==> src/hdl/sfr_pkg.sv <==
package sfr_pkg;

    // register indexes on the configuration port
    localparam logic [7:0] CFG_START_FIRST  = 8'd0;
    localparam logic [7:0] CFG_START_SECOND = 8'd1;
    localparam logic [7:0] CFG_MAX_PAYLOAD  = 8'd2;
    localparam logic [7:0] CFG_GAP_LIMIT    = 8'd3;

    // reset values of the registers
    localparam logic [7:0]  RST_START_FIRST  = 8'd0;
    localparam logic [7:0]  RST_START_SECOND = 8'd0;
    localparam logic [5:0]  RST_MAX_PAYLOAD  = 6'd25;
    localparam logic [15:0] RST_GAP_LIMIT    = 16'd100;

    localparam logic [15:0] GAP_SAT = 16'hFFFF;

    // frame status codes
    localparam logic [1:0] ST_OK  = 2'd0;
    localparam logic [1:0] ST_LEN = 2'd1;
    localparam logic [1:0] ST_CHK = 2'd2;

    typedef struct packed {
        logic [7:0]  start_first;
        logic [7:0]  start_second;
        logic [5:0]  max_payload;
        logic [15:0] gap_limit;
    } t_cfg;

    typedef struct packed {
        logic [7:0] frame_cmd;
        logic [1:0] frame_status;
        logic [7:0] payload_byte;
        logic       payload_valid;
        logic [7:0] payload_len;
        logic       last;
    } t_result;

endpackage

==> src/hdl/sfr_mem.sv <==
module sfr_mem #(
    parameter int DEPTH = 32,
    parameter int AW    = 5
) (
    input  logic          i_clk,
    input  logic          i_we,
    input  logic [AW-1:0] i_waddr,
    input  logic [7:0]    i_wdata,
    input  logic          i_re,
    input  logic [AW-1:0] i_raddr,
    output logic [7:0]    o_rdata
);

    logic [7:0] r_mem [DEPTH];
    logic [7:0] r_rdata;

    always_ff @(posedge i_clk) begin
        if (i_we) begin
            r_mem[i_waddr] <= i_wdata;
        end
        if (i_re) begin
            r_rdata <= r_mem[i_raddr];
        end
    end

    assign o_rdata = r_rdata;

endmodule

==> src/hdl/sfr_ctrl.sv <==
module sfr_ctrl #(
    parameter int DEPTH = 32,
    parameter int AW    = 5,
    parameter int CW    = 6
) (
    input  logic             i_clk,
    input  logic             i_rst_n,
    input  sfr_pkg::t_cfg    i_cfg,
    input  logic             i_in_valid,
    output logic             o_in_ready,
    input  logic             i_func,
    input  logic [7:0]       i_byte,
    input  logic             i_out_free,
    output logic             o_res_valid,
    output sfr_pkg::t_result o_res,
    output logic             o_mem_we,
    output logic [AW-1:0]    o_mem_waddr,
    output logic [7:0]       o_mem_wdata,
    output logic             o_mem_re,
    output logic [AW-1:0]    o_mem_raddr,
    input  logic [7:0]       i_mem_rdata
);
    import sfr_pkg::*;

    localparam logic [2:0] PH_HUNT0 = 3'd0;
    localparam logic [2:0] PH_HUNT1 = 3'd1;
    localparam logic [2:0] PH_CMD   = 3'd2;
    localparam logic [2:0] PH_LEN   = 3'd3;
    localparam logic [2:0] PH_DATA  = 3'd4;
    localparam logic [2:0] PH_CHK   = 3'd5;

    localparam logic [8:0] DEPTH9 = 9'(DEPTH);

    logic [2:0]    r_phase, n_phase;
    logic [7:0]    r_xor, n_xor;
    logic [7:0]    r_cmd, n_cmd;
    logic [7:0]    r_len, n_len;
    logic [CW-1:0] r_cnt, n_cnt;
    logic [15:0]   r_gap, n_gap;
    logic          r_drain, n_drain;
    logic          r_pend, n_pend;
    logic [CW-1:0] r_idx, n_idx;

    logic       ready;
    logic       byte_acc;
    logic       tick_acc;
    logic [2:0] phase_eff;
    logic [8:0] limit;
    logic       rd_last;

    assign ready    = !r_drain && i_out_free;
    assign byte_acc = i_in_valid && ready && !i_func;
    assign tick_acc = i_in_valid && ready && i_func;

    assign phase_eff = (r_gap > i_cfg.gap_limit) ? PH_HUNT0 : r_phase;
    assign limit     = ({3'b0, i_cfg.max_payload} > DEPTH9) ? DEPTH9
                                                             : {3'b0, i_cfg.max_payload};
    assign rd_last   = (9'(r_idx) + 9'd1) == {1'b0, r_len};

    always_comb begin
        n_phase = r_phase;
        n_xor   = r_xor;
        n_cmd   = r_cmd;
        n_len   = r_len;
        n_cnt   = r_cnt;
        n_gap   = r_gap;
        n_drain = r_drain;
        n_pend  = 1'b0;
        n_idx   = r_idx;

        o_res_valid = 1'b0;
        o_res       = '{frame_cmd: r_cmd, frame_status: ST_OK, payload_byte: 8'd0,
                        payload_valid: 1'b0, payload_len: r_len, last: 1'b1};
        o_mem_we    = 1'b0;
        o_mem_waddr = r_cnt[AW-1:0];
        o_mem_wdata = i_byte;
        o_mem_re    = 1'b0;
        o_mem_raddr = r_idx[AW-1:0];

        if (tick_acc) begin
            if (r_gap != GAP_SAT) begin
                n_gap = r_gap + 16'd1;
            end
        end

        if (byte_acc) begin
            n_gap = 16'd0;
            case (phase_eff)
                PH_HUNT1: begin
                    if (i_byte == i_cfg.start_second) begin
                        n_xor   = r_xor ^ i_byte;
                        n_phase = PH_CMD;
                    end else begin
                        n_phase = PH_HUNT0;
                    end
                end
                PH_CMD: begin
                    n_cmd   = i_byte;
                    n_xor   = r_xor ^ i_byte;
                    n_phase = PH_LEN;
                end
                PH_LEN: begin
                    n_len = i_byte;
                    n_xor = r_xor ^ i_byte;
                    if (i_byte == 8'd0) begin
                        n_phase = PH_CHK;
                    end else if ({1'b0, i_byte} > limit) begin
                        n_phase                 = PH_HUNT0;
                        o_res_valid             = 1'b1;
                        o_res.frame_status      = ST_LEN;
                        o_res.payload_len       = i_byte;
                    end else begin
                        n_phase = PH_DATA;
                    end
                end
                PH_DATA: begin
                    o_mem_we = 9'(r_cnt) < DEPTH9;
                    n_cnt    = r_cnt + 1'b1;
                    n_xor    = r_xor ^ i_byte;
                    if ((9'(r_cnt) + 9'd1) >= {1'b0, r_len}) begin
                        n_phase = PH_CHK;
                    end
                end
                PH_CHK: begin
                    n_phase = PH_HUNT0;
                    if (r_xor != i_byte) begin
                        o_res_valid        = 1'b1;
                        o_res.frame_status = ST_CHK;
                    end else if (r_len == 8'd0) begin
                        o_res_valid = 1'b1;
                    end else begin
                        // good frame with payload: stream it out of the store
                        n_drain = 1'b1;
                        n_idx   = '0;
                    end
                end
                default: begin
                    if (i_byte == i_cfg.start_first) begin
                        n_phase = PH_HUNT1;
                        n_xor   = i_byte;
                        n_cnt   = '0;
                    end else begin
                        n_phase = PH_HUNT0;
                    end
                end
            endcase
        end

        // drain: read one entry, then load it into the output register the cycle after.
        // input is held off while draining, so store writes and reads never overlap
        if (r_pend) begin
            o_res_valid         = 1'b1;
            o_res.payload_byte  = i_mem_rdata;
            o_res.payload_valid = 1'b1;
            o_res.last          = rd_last;
            n_idx               = r_idx + 1'b1;
            if (rd_last) begin
                n_drain = 1'b0;
            end
        end else if (r_drain && i_out_free) begin
            o_mem_re = 1'b1;
            n_pend   = 1'b1;
        end
    end

    always_ff @(posedge i_clk) begin
        if (!i_rst_n) begin
            r_phase <= PH_HUNT0;
            r_xor   <= 8'd0;
            r_cmd   <= 8'd0;
            r_len   <= 8'd0;
            r_cnt   <= '0;
            r_gap   <= 16'd0;
            r_drain <= 1'b0;
            r_pend  <= 1'b0;
            r_idx   <= '0;
        end else begin
            r_phase <= n_phase;
            r_xor   <= n_xor;
            r_cmd   <= n_cmd;
            r_len   <= n_len;
            r_cnt   <= n_cnt;
            r_gap   <= n_gap;
            r_drain <= n_drain;
            r_pend  <= n_pend;
            r_idx   <= n_idx;
        end
    end

    assign o_in_ready = ready;

endmodule

==> src/hdl/serial_frame_receiver.sv <==
// Serial frame receiver. Takes received bytes (tuser 0) and time ticks (tuser 1)
// and parses frames of two start bytes, command, length, payload and an XOR
// checksum byte. A length above max_payload or above PAYLOAD_DEPTH gives one
// length error result at once; at the checksum byte a bad frame gives one
// checksum error result, an empty good frame one ok result, and a good frame
// with payload one result per payload byte with tlast on the final one. More
// than gap_limit ticks between bytes sends the parser back to hunting. Input
// is taken at one item per cycle while the output register is free or being
// emptied and no payload is being released. Payload bytes sit in a small
// synchronous memory; each payload byte is released by one memory read and
// then one output register load. The memory needs no clearing after reset.
module serial_frame_receiver #(
    parameter int PAYLOAD_DEPTH = 32
) (
    input  logic        i_clk,
    input  logic        i_rst_n,
    // config write channel
    input  logic        i_cfg_valid,
    output logic        o_cfg_ready,
    input  logic [7:0]  i_cfg_index,
    input  logic [15:0] i_cfg_data,
    // input stream
    input  logic        i_s_tvalid,
    output logic        o_s_tready,
    input  logic [7:0]  i_s_tdata,   // [7:0] rx_byte
    input  logic        i_s_tuser,   // [0] func
    // result stream
    output logic        o_m_tvalid,
    input  logic        i_m_tready,
    output logic [31:0] o_m_tdata,   // [7:0] frame_cmd, [9:8] frame_status,
                                     // [17:10] payload_byte, [25:18] payload_len
    output logic        o_m_tuser,   // [0] payload_valid
    output logic        o_m_tlast
);
    import sfr_pkg::*;

    localparam int AW = (PAYLOAD_DEPTH > 1) ? $clog2(PAYLOAD_DEPTH) : 1;
    localparam int CW = $clog2(PAYLOAD_DEPTH + 1);

    t_cfg          r_cfg;
    logic          r_ovalid;
    t_result       r_ores;
    logic          out_free;
    logic          res_valid;
    t_result       res;
    logic          mem_we;
    logic [AW-1:0] mem_waddr;
    logic [7:0]    mem_wdata;
    logic          mem_re;
    logic [AW-1:0] mem_raddr;
    logic [7:0]    mem_rdata;

    assign o_cfg_ready = 1'b1;

    always_ff @(posedge i_clk) begin
        if (!i_rst_n) begin
            r_cfg.start_first  <= RST_START_FIRST;
            r_cfg.start_second <= RST_START_SECOND;
            r_cfg.max_payload  <= RST_MAX_PAYLOAD;
            r_cfg.gap_limit    <= RST_GAP_LIMIT;
        end else if (i_cfg_valid) begin
            case (i_cfg_index)
                CFG_START_FIRST:  r_cfg.start_first  <= i_cfg_data[7:0];
                CFG_START_SECOND: r_cfg.start_second <= i_cfg_data[7:0];
                CFG_MAX_PAYLOAD:  r_cfg.max_payload  <= i_cfg_data[5:0];
                CFG_GAP_LIMIT:    r_cfg.gap_limit    <= i_cfg_data;
                default: ;
            endcase
        end
    end

    assign out_free = !r_ovalid || i_m_tready;

    sfr_ctrl #(
        .DEPTH (PAYLOAD_DEPTH),
        .AW    (AW),
        .CW    (CW)
    ) u_ctrl (
        .i_clk       (i_clk),
        .i_rst_n     (i_rst_n),
        .i_cfg       (r_cfg),
        .i_in_valid  (i_s_tvalid),
        .o_in_ready  (o_s_tready),
        .i_func      (i_s_tuser),
        .i_byte      (i_s_tdata),
        .i_out_free  (out_free),
        .o_res_valid (res_valid),
        .o_res       (res),
        .o_mem_we    (mem_we),
        .o_mem_waddr (mem_waddr),
        .o_mem_wdata (mem_wdata),
        .o_mem_re    (mem_re),
        .o_mem_raddr (mem_raddr),
        .i_mem_rdata (mem_rdata)
    );

    sfr_mem #(
        .DEPTH (PAYLOAD_DEPTH),
        .AW    (AW)
    ) u_mem (
        .i_clk   (i_clk),
        .i_we    (mem_we),
        .i_waddr (mem_waddr),
        .i_wdata (mem_wdata),
        .i_re    (mem_re),
        .i_raddr (mem_raddr),
        .o_rdata (mem_rdata)
    );

    // output register, loaded only when free
    always_ff @(posedge i_clk) begin
        if (!i_rst_n) begin
            r_ovalid <= 1'b0;
        end else if (res_valid) begin
            r_ovalid <= 1'b1;
        end else if (i_m_tready) begin
            r_ovalid <= 1'b0;
        end
    end

    always_ff @(posedge i_clk) begin
        if (res_valid) begin
            r_ores <= res;
        end
    end

    assign o_m_tvalid = r_ovalid;
    assign o_m_tdata  = {6'd0, r_ores.payload_len, r_ores.payload_byte,
                         r_ores.frame_status, r_ores.frame_cmd};
    assign o_m_tuser  = r_ores.payload_valid;
    assign o_m_tlast  = r_ores.last;

endmodule
==> config.mk <==
export PLATFORM = sky130hd
export DESIGN_NAME = serial_frame_receiver
export DESIGN_NICKNAME = d
export VERILOG_FILES = /design/src/hdl/sfr_pkg.sv /design/src/hdl/sfr_mem.sv /design/src/hdl/sfr_ctrl.sv /design/src/hdl/serial_frame_receiver.sv
export SDC_FILE = /design/constraint.sdc
export NUM_CORES = 1
export LEC_CHECK = 0
export BUFFER_PORTS_ARGS = -buffer_cell sky130_fd_sc_hd__buf_2
export CORE_MARGIN = 3
export CORE_UTILIZATION = 55
export CTS_CLUSTER_DIAMETER = 200
export CTS_CLUSTER_SIZE = 30
export DETAILED_ROUTE_END_ITERATION = 16
export PLACE_DENSITY = 0.84
export SLEW_MARGIN = 20
export SYNTH_ARGS = -nofsm -noshare
export SYNTH_HDL_FRONTEND = slang
export SYNTH_SLANG_ARGS = --single-unit
==> constraint.sdc <==
create_clock -name i_clk -period 3 [get_ports i_clk]
set_clock_uncertainty 0.05 [all_clocks]
set_input_delay 0.45 -clock i_clk [delete_from_list [all_inputs] [get_ports i_clk]]
set_output_delay 0.45 -clock i_clk [all_outputs]
set_load 0.02 [all_outputs]
# Yosys cells after proc, flatten, opt, wreduce, memory -nomap -nowiden

Memory sizes are Yosys's and may differ from the RTL's. A register that Yosys moved wholly into a read port is not among the register bits.
Cells that the tools add are included.

Add/subtract/negate cells: 5
Order comparisons: 5
Eq/ne operators: 17
Mux-type cells: 48
Bitwise operators: 4
Reduce and logical (&&, ||, !) cells: 31

Operators by type and width:

| cell                                                | count |
|---|---|
| 2-to-1 mux 8 bit                                    | 6 |
| 2-to-1 mux 6 bit                                    | 7 |
| zero test 8 bit                                     | 3 |
| one-hot mux 8 bit (3 select lines)                  | 1 |
| 2-to-1 mux 1 bit                                    | 23 |
| adder 16 x 1 -> 16 bit, second input constant       | 1 |
| equality test 8 x 2 -> 1 bit, second input constant | 2 |
| equality test 8 bit                                 | 2 |
| > comparator 16 bit                                 | 1 |
| != test 16 bit, second input constant               | 1 |
| AND reduction 2 bit                                 | 8 |
| one-hot mux 3 bit (5 select lines)                  | 1 |
| adder 6 x 1 -> 7 bit, second input constant         | 2 |
| adder 6 x 1 -> 6 bit, second input constant         | 2 |
| 2-to-1 mux 3 bit                                    | 4 |
| one-hot mux 6 bit (2 select lines)                  | 1 |
| equality test 9 x 8 -> 1 bit                        | 1 |
| greater-or-equal comparator 9 x 8 -> 1 bit          | 1 |
| > comparator 8 x 9 -> 1 bit                         | 1 |
| equality test 8 x 1 -> 1 bit, second input constant | 1 |
| != test 2 x 1 -> 1 bit, second input constant       | 4 |
| != test 8 bit                                       | 1 |
| AND reduction 4 bit                                 | 2 |
| nonzero test 2 bit                                  | 4 |
| 18 further kinds                                    | 30 |

Bits in registers: 124
RAM bits: 256
Output and inout port bits: 37
Logic and storage cells: 131
Memories kept: 1

Memory list:

| memory      | words | bits a word | read ports | clocked after Yosys merged registers in | wr ports | line          | text |
|---|---|---|---|---|---|---|---|
| u_mem.r_mem | 32    | 8           | 1          | 1                                       | 1        | sfr_mem.sv:14 | `logic [7:0] r_mem [DEPTH];` |

# Depth between registers and ports, before layout

Depth in word-level cells: 9
Gate-level depth with buffers: 11
Gate-level depth less buffers: 10

# Hierarchy

A second synthesis with hierarchy kept.

Cell total of the unflattened synthesis: 1144
Area, all modules: 16901.2 um^2

Modules (own cells, without submodules):

| module                | times used | cells an instance | area an instance (um^2) |
|---|---|---|---|
| sfr_mem               | 1          | 417               | 10133.5 |
| sfr_ctrl              | 1          | 533               | 4291.6 |
| serial_frame_receiver | 1          | 194               | 2476.1 |

# Worst setup path after synthesis

OpenSTA, ideal clock, no wires.

Kind: register to register
From: reg r_cfg[15] (netlist bit)
To: reg r_ores, in the netlist o_m_tdata[0], enable pin
Data arrival time: 2.507 ns
Data required time: 2.579 ns
Setup slack: 0.072 ns
Stages on the path, launching flop included: 10
Buffers on the path: 0
Clock period less this slack: 2.928 ns
Path through: dfxtp_1 inv_1 ha_1 and3_4 and3_4 a221oi_2 a31o_2 or4b_1 o21ai_0 or2_2

Word-level cells in the longest chain between the ends: 6
Elaborated cells on any way between the ends: 7

RTL lines:

| item                                                                | line                         | text |
|---|---|---|
| start, declared                                                     | serial_frame_receiver.sv:40  | `t_cfg r_cfg;` |
| > comparator 16 bit (*)                                             | sfr_ctrl.sv:55               | `assign phase_eff = (r_gap > i_cfg.gap_limit) ? PH_HUNT0 : r_phase;` |
| 2-to-1 mux 3 bit (*)                                                | sfr_ctrl.sv:55               |  |
| equality test 3 bit or equality test 3 x 2 -> 1 bit (tied branches) | sfr_ctrl.sv:88               | `case (phase_eff)` |
| one-hot mux 1 bit (2 select lines) (*)                              | sfr_ctrl.sv:88               |  |
| 2-to-1 mux 1 bit (*)                                                | sfr_ctrl.sv:86               | `if (byte_acc) begin` |
| 2-to-1 mux 1 bit (*)                                                | sfr_ctrl.sv:151              | `if (r_pend) begin` |
| net res_valid                                                       | serial_frame_receiver.sv:44  | `logic res_valid;` |
| end signal, assigned                                                | serial_frame_receiver.sv:123 | `r_ores <= res;` |
| end, declared                                                       | serial_frame_receiver.sv:42  | `t_result r_ores;` |

Mark *: on every way through the listed nets, which the timed path passes. The rest lies on a longest branch.
A chain may end at the register's enable or synchronous reset.

# Worst setup path after layout

From: reg u_ctrl.r_gap[13]
To: reg r_ores, in the netlist o_m_tdata[5], enable pin

Word-level cells in the longest chain between the ends: 6
Elaborated cells on any way between the ends: 7

RTL lines:

| item                                                                | line                        | text |
|---|---|---|
| start, declared                                                     | sfr_ctrl.sv:39              | `logic [15:0] r_gap, n_gap;` |
| start signal, assigned                                              | sfr_ctrl.sv:183             | `r_gap <= n_gap;` |
| > comparator 16 bit (*)                                             | sfr_ctrl.sv:55              |  |
| 2-to-1 mux 3 bit (*)                                                | sfr_ctrl.sv:55              |  |
| equality test 3 bit or equality test 3 x 2 -> 1 bit (tied branches) | sfr_ctrl.sv:88              |  |
| one-hot mux 1 bit (2 select lines) (*)                              | sfr_ctrl.sv:88              |  |
| 2-to-1 mux 1 bit (*)                                                | sfr_ctrl.sv:86              |  |
| 2-to-1 mux 1 bit (*)                                                | sfr_ctrl.sv:151             |  |
| net res_valid                                                       | serial_frame_receiver.sv:44 |  |

Marked as above.

==> results_dict.tcl <==
set metrics [dict create \
    finalCritPeriodShare_pct 97.2 \
    yosysWarningCount 0 \
    max_slew.worst_pin.slew_ps 755 \
    grt_max_degree 42 \
    max_stage_delay_ps 490 \
    instances_no_fill 1612 \
    slew_headroom_pct 49.6 \
    hold_buffers 0 \
    drtPass1Iterations 5 \
    timing_worst_setup_path_type "flop to flop" \
    slowest_stage "or4b_4" \
    drive_gt1_share_pct 24.8 \
    area_growth_pct 11.5 \
    gp_congestion 0.868 \
    root_buffer "clkbuf_16" \
    netlist_area_um2 16600 \
    rsz0062_at_grt "yes" \
    detail-route-antenna-nets 0 \
    drc 0 \
    hold_slack_ps 114 \
    clk-insertion-delay-late_ps 520 \
    cp_cell_sequence "ha_1 -> and3_4 -> and3_4 -> a221oi_4 -> a31o_4 -> or4b_4 -> o21ai_2 -> or2_4 -> buf_12" \
    power.density_nw_per_um2 465 \
    vias_per_cell 6.12 \
    clock_sinks 388 \
    postSynthCellCount 1113 \
    synth-seq-cells 388 \
    antenna_found_initial 0 \
    cts-buffers-inserted 16 \
    async_flop_share_pct 0 \
    pin_count 75 \
    arrival_ps 3100 \
    coreArea_um2 29200 \
    path_max_fanout 18 \
    finalNetCount 1295 \
    p_leak_nw 6.33 \
    syn_area_per_cell_um2 14.9 \
    routedWlPerCell_um 22.8 \
    outcome "completed" \
    die_y_um 180 \
    drv_cap 0 \
    hpwlAfterDp_mm 25.3 \
    grt_pass1_vias 9919 \
    r2r_slack_ps 80 \
    worst_path_most_repeated_cell "and3_4" \
    dp.cells 1588 \
    via_count 9871 \
    synth_flop_cell "edfxtp_1" \
    drt_wl_total_mm 36.8 \
    ys_seq_area_share_pct 64.6 \
    grt_pass1_wl_mm 57.0 \
    setup_tns_ps 0 \
    die-area_um2 32200 \
    start_util_pct 56.8 \
    h-tree-depth 1 \
    postCtsSetupRepairBufs 0 \
    final-setup-viol-count 0 \
    grt_util_all_layers_pct 22.4 \
    maxSlewViolCount 0 \
    path_clk_slew_ps 110 \
    utilization_pct 63.3 \
    cp-start-kind "flop" \
    overflow 0 \
    portBuffers 67 \
    synth_edf_count 292 \
    ys_types 62 \
    hold_path.class "input port to flop" \
    finalCriticalPeriod_ps 2920 \
    die_w_um 180 \
    rows 62 \
    n_antenna_cell 0 \
    cp.required_ps 3190 \
    peakVddDrop_uv 314 \
    drt_iter0_drc 947 \
    fmax_ghz 0.343 \
    hold_viol 0 \
    cts_tree "yes" \
    critPathCaptureType "flop" \
    clk_path_buf_depth 3 \
]
sequential cells by signal, summed over array words and instances, names as in the netlist, 8 cells and up:
signal and count:
u_ctrl.r_xor 8, u_mem.o_rdata 8, u_ctrl.r_gap 16, o_m_tdata 26
u_mem.r_mem 256, u_ctrl.r_len 8, r_cfg 38, u_ctrl.r_cmd 8
logic make-up (layout without fill, tap and decap cells):
kind of cell             after synthesis  after routing  synth area share [%]
multiplexers                         134            134                  14.4
buffers and inverters                101            211                  2.64
flip-flops                           388            388                  64.6
AO/OA/AOI/OAI                        106            106                  4.10
other                                  2              7                0.0454
XOR/XNOR                              46             46                  2.43
AND/OR/NAND/NOR                      301            301                  9.17
adder cells (fa/ha/maj)               35             35                  2.64
routing by layer:
layer | GRT usage (%) | up-vias | share of wire (%) | wire (µm)
met3 | 3.23 | 65 | 7.6 | 2810
met1 | 29.8 | 4925 | 39 | 14200
li1 | - | 4421 | - | -
met4 | 6.53 | 0 | 2.9 | 1080
met2 | 38.8 | 460 | 51 | 18700
met5 | 0 | - | 0 | 0
layout by cell type (no fill, tap or decap), types with 34 or more instances in the layout:
cell	instances
o21ai_0	39
mux2i_1	39
ha_1	34
inv_1	36
nor2_1	94
mux4_2	80
edfxtp_1	292
dfxtp_1	93
xor2_1	34
buf_2	67
buf_4	60
nand2_1	57
cells in the mapped netlist (all sizes together) (9+ instances only):
cell | number | area (µm²)
xor2 | 34 | 298
mux4 | 80 | 1800
nand4 | 12 | 75.1
nand3b | 12 | 90.1
inv | 36 | 135
clkbuf | 35 | 131
a21oi | 19 | 95.1
and3 | 12 | 85.1
edfxtp | 292 | 8770
and2 | 11 | 68.8
buf | 30 | 170
nor3b | 9 | 67.6
a31o | 9 | 78.8
xnor2 | 12 | 105
ha | 35 | 438
dfxtp | 96 | 1920
nand3 | 27 | 140
nand2 | 61 | 229
nor4 | 12 | 81.3
o21ai | 41 | 205
mux2i | 39 | 390
mux2 | 15 | 195
nor2 | 103 | 387
worst paths after layout:
kind | endpoint | depth (start not counted) | from
max reg2reg | o_m_tdata[5] | 9 | u_ctrl.r_gap[13]
min reg2reg | o_m_tdata[2] | 0 | u_ctrl.r_cmd[2]
min | r_cfg[14] | 3 | i_cfg_data[14]
max | o_m_tdata[5] | 9 | u_ctrl.r_gap[13]
report_power, final:
part	switching, mW	total (mW)	leakage, nW	internal [mW]
Sequential	0.00560	5.75	3.34	5.75
Combinational	0.181	0.249	2.76	0.0685
Clock	1.52	2.58	0.218	1.06
Total	1.71	8.58	6.33	6.87
area by class of cell:
| class | instances | area [µm²] |
|---|---|---|
| multi-input cells | 629 | 5580 |
| inverters | 36 | 135 |
| fillers | 2072 | 10700 |
| well taps | 384 | 480 |
| flip-flops and latches | 388 | 10700 |
| repair buffers | 151 | 1120 |
| clock buffers | 23 | 448 |
| clock inverters | 1 | 3.75 |
worst max-delay path, delay by kind of cell, from the launching register on:
kind	cells	cell delay (ps)
and+or+nand+nor	4	1050
adders and majority gates	1	270
buffers and inverters	1	160
AOI/OAI and AO/OA	3	660
DFF	1	430
what timing repair did:
action,in CTS,in global routing
gates cloned,0,0
pin swaps,2,2
endpoints found under the setup margin,226,294
resized for setup,8,41
stage by stage:
stage | power, mW | setup WS [ps] | area (µm²)
3_5_place_dp | 6.12 | -81.4 | 17800
3_3_place_gp | 6.11 | 39.3 | 17800
5_1_grt | 8.84 | -44.0 | 18500
2_1_floorplan | 5.98 | 72.5 | 16600
6_report | 8.58 | 83.8 | 18500
4_1_cts | 8.62 | 7.95 | 18300
Note: power is estimated with default switching activity, not from simulation.
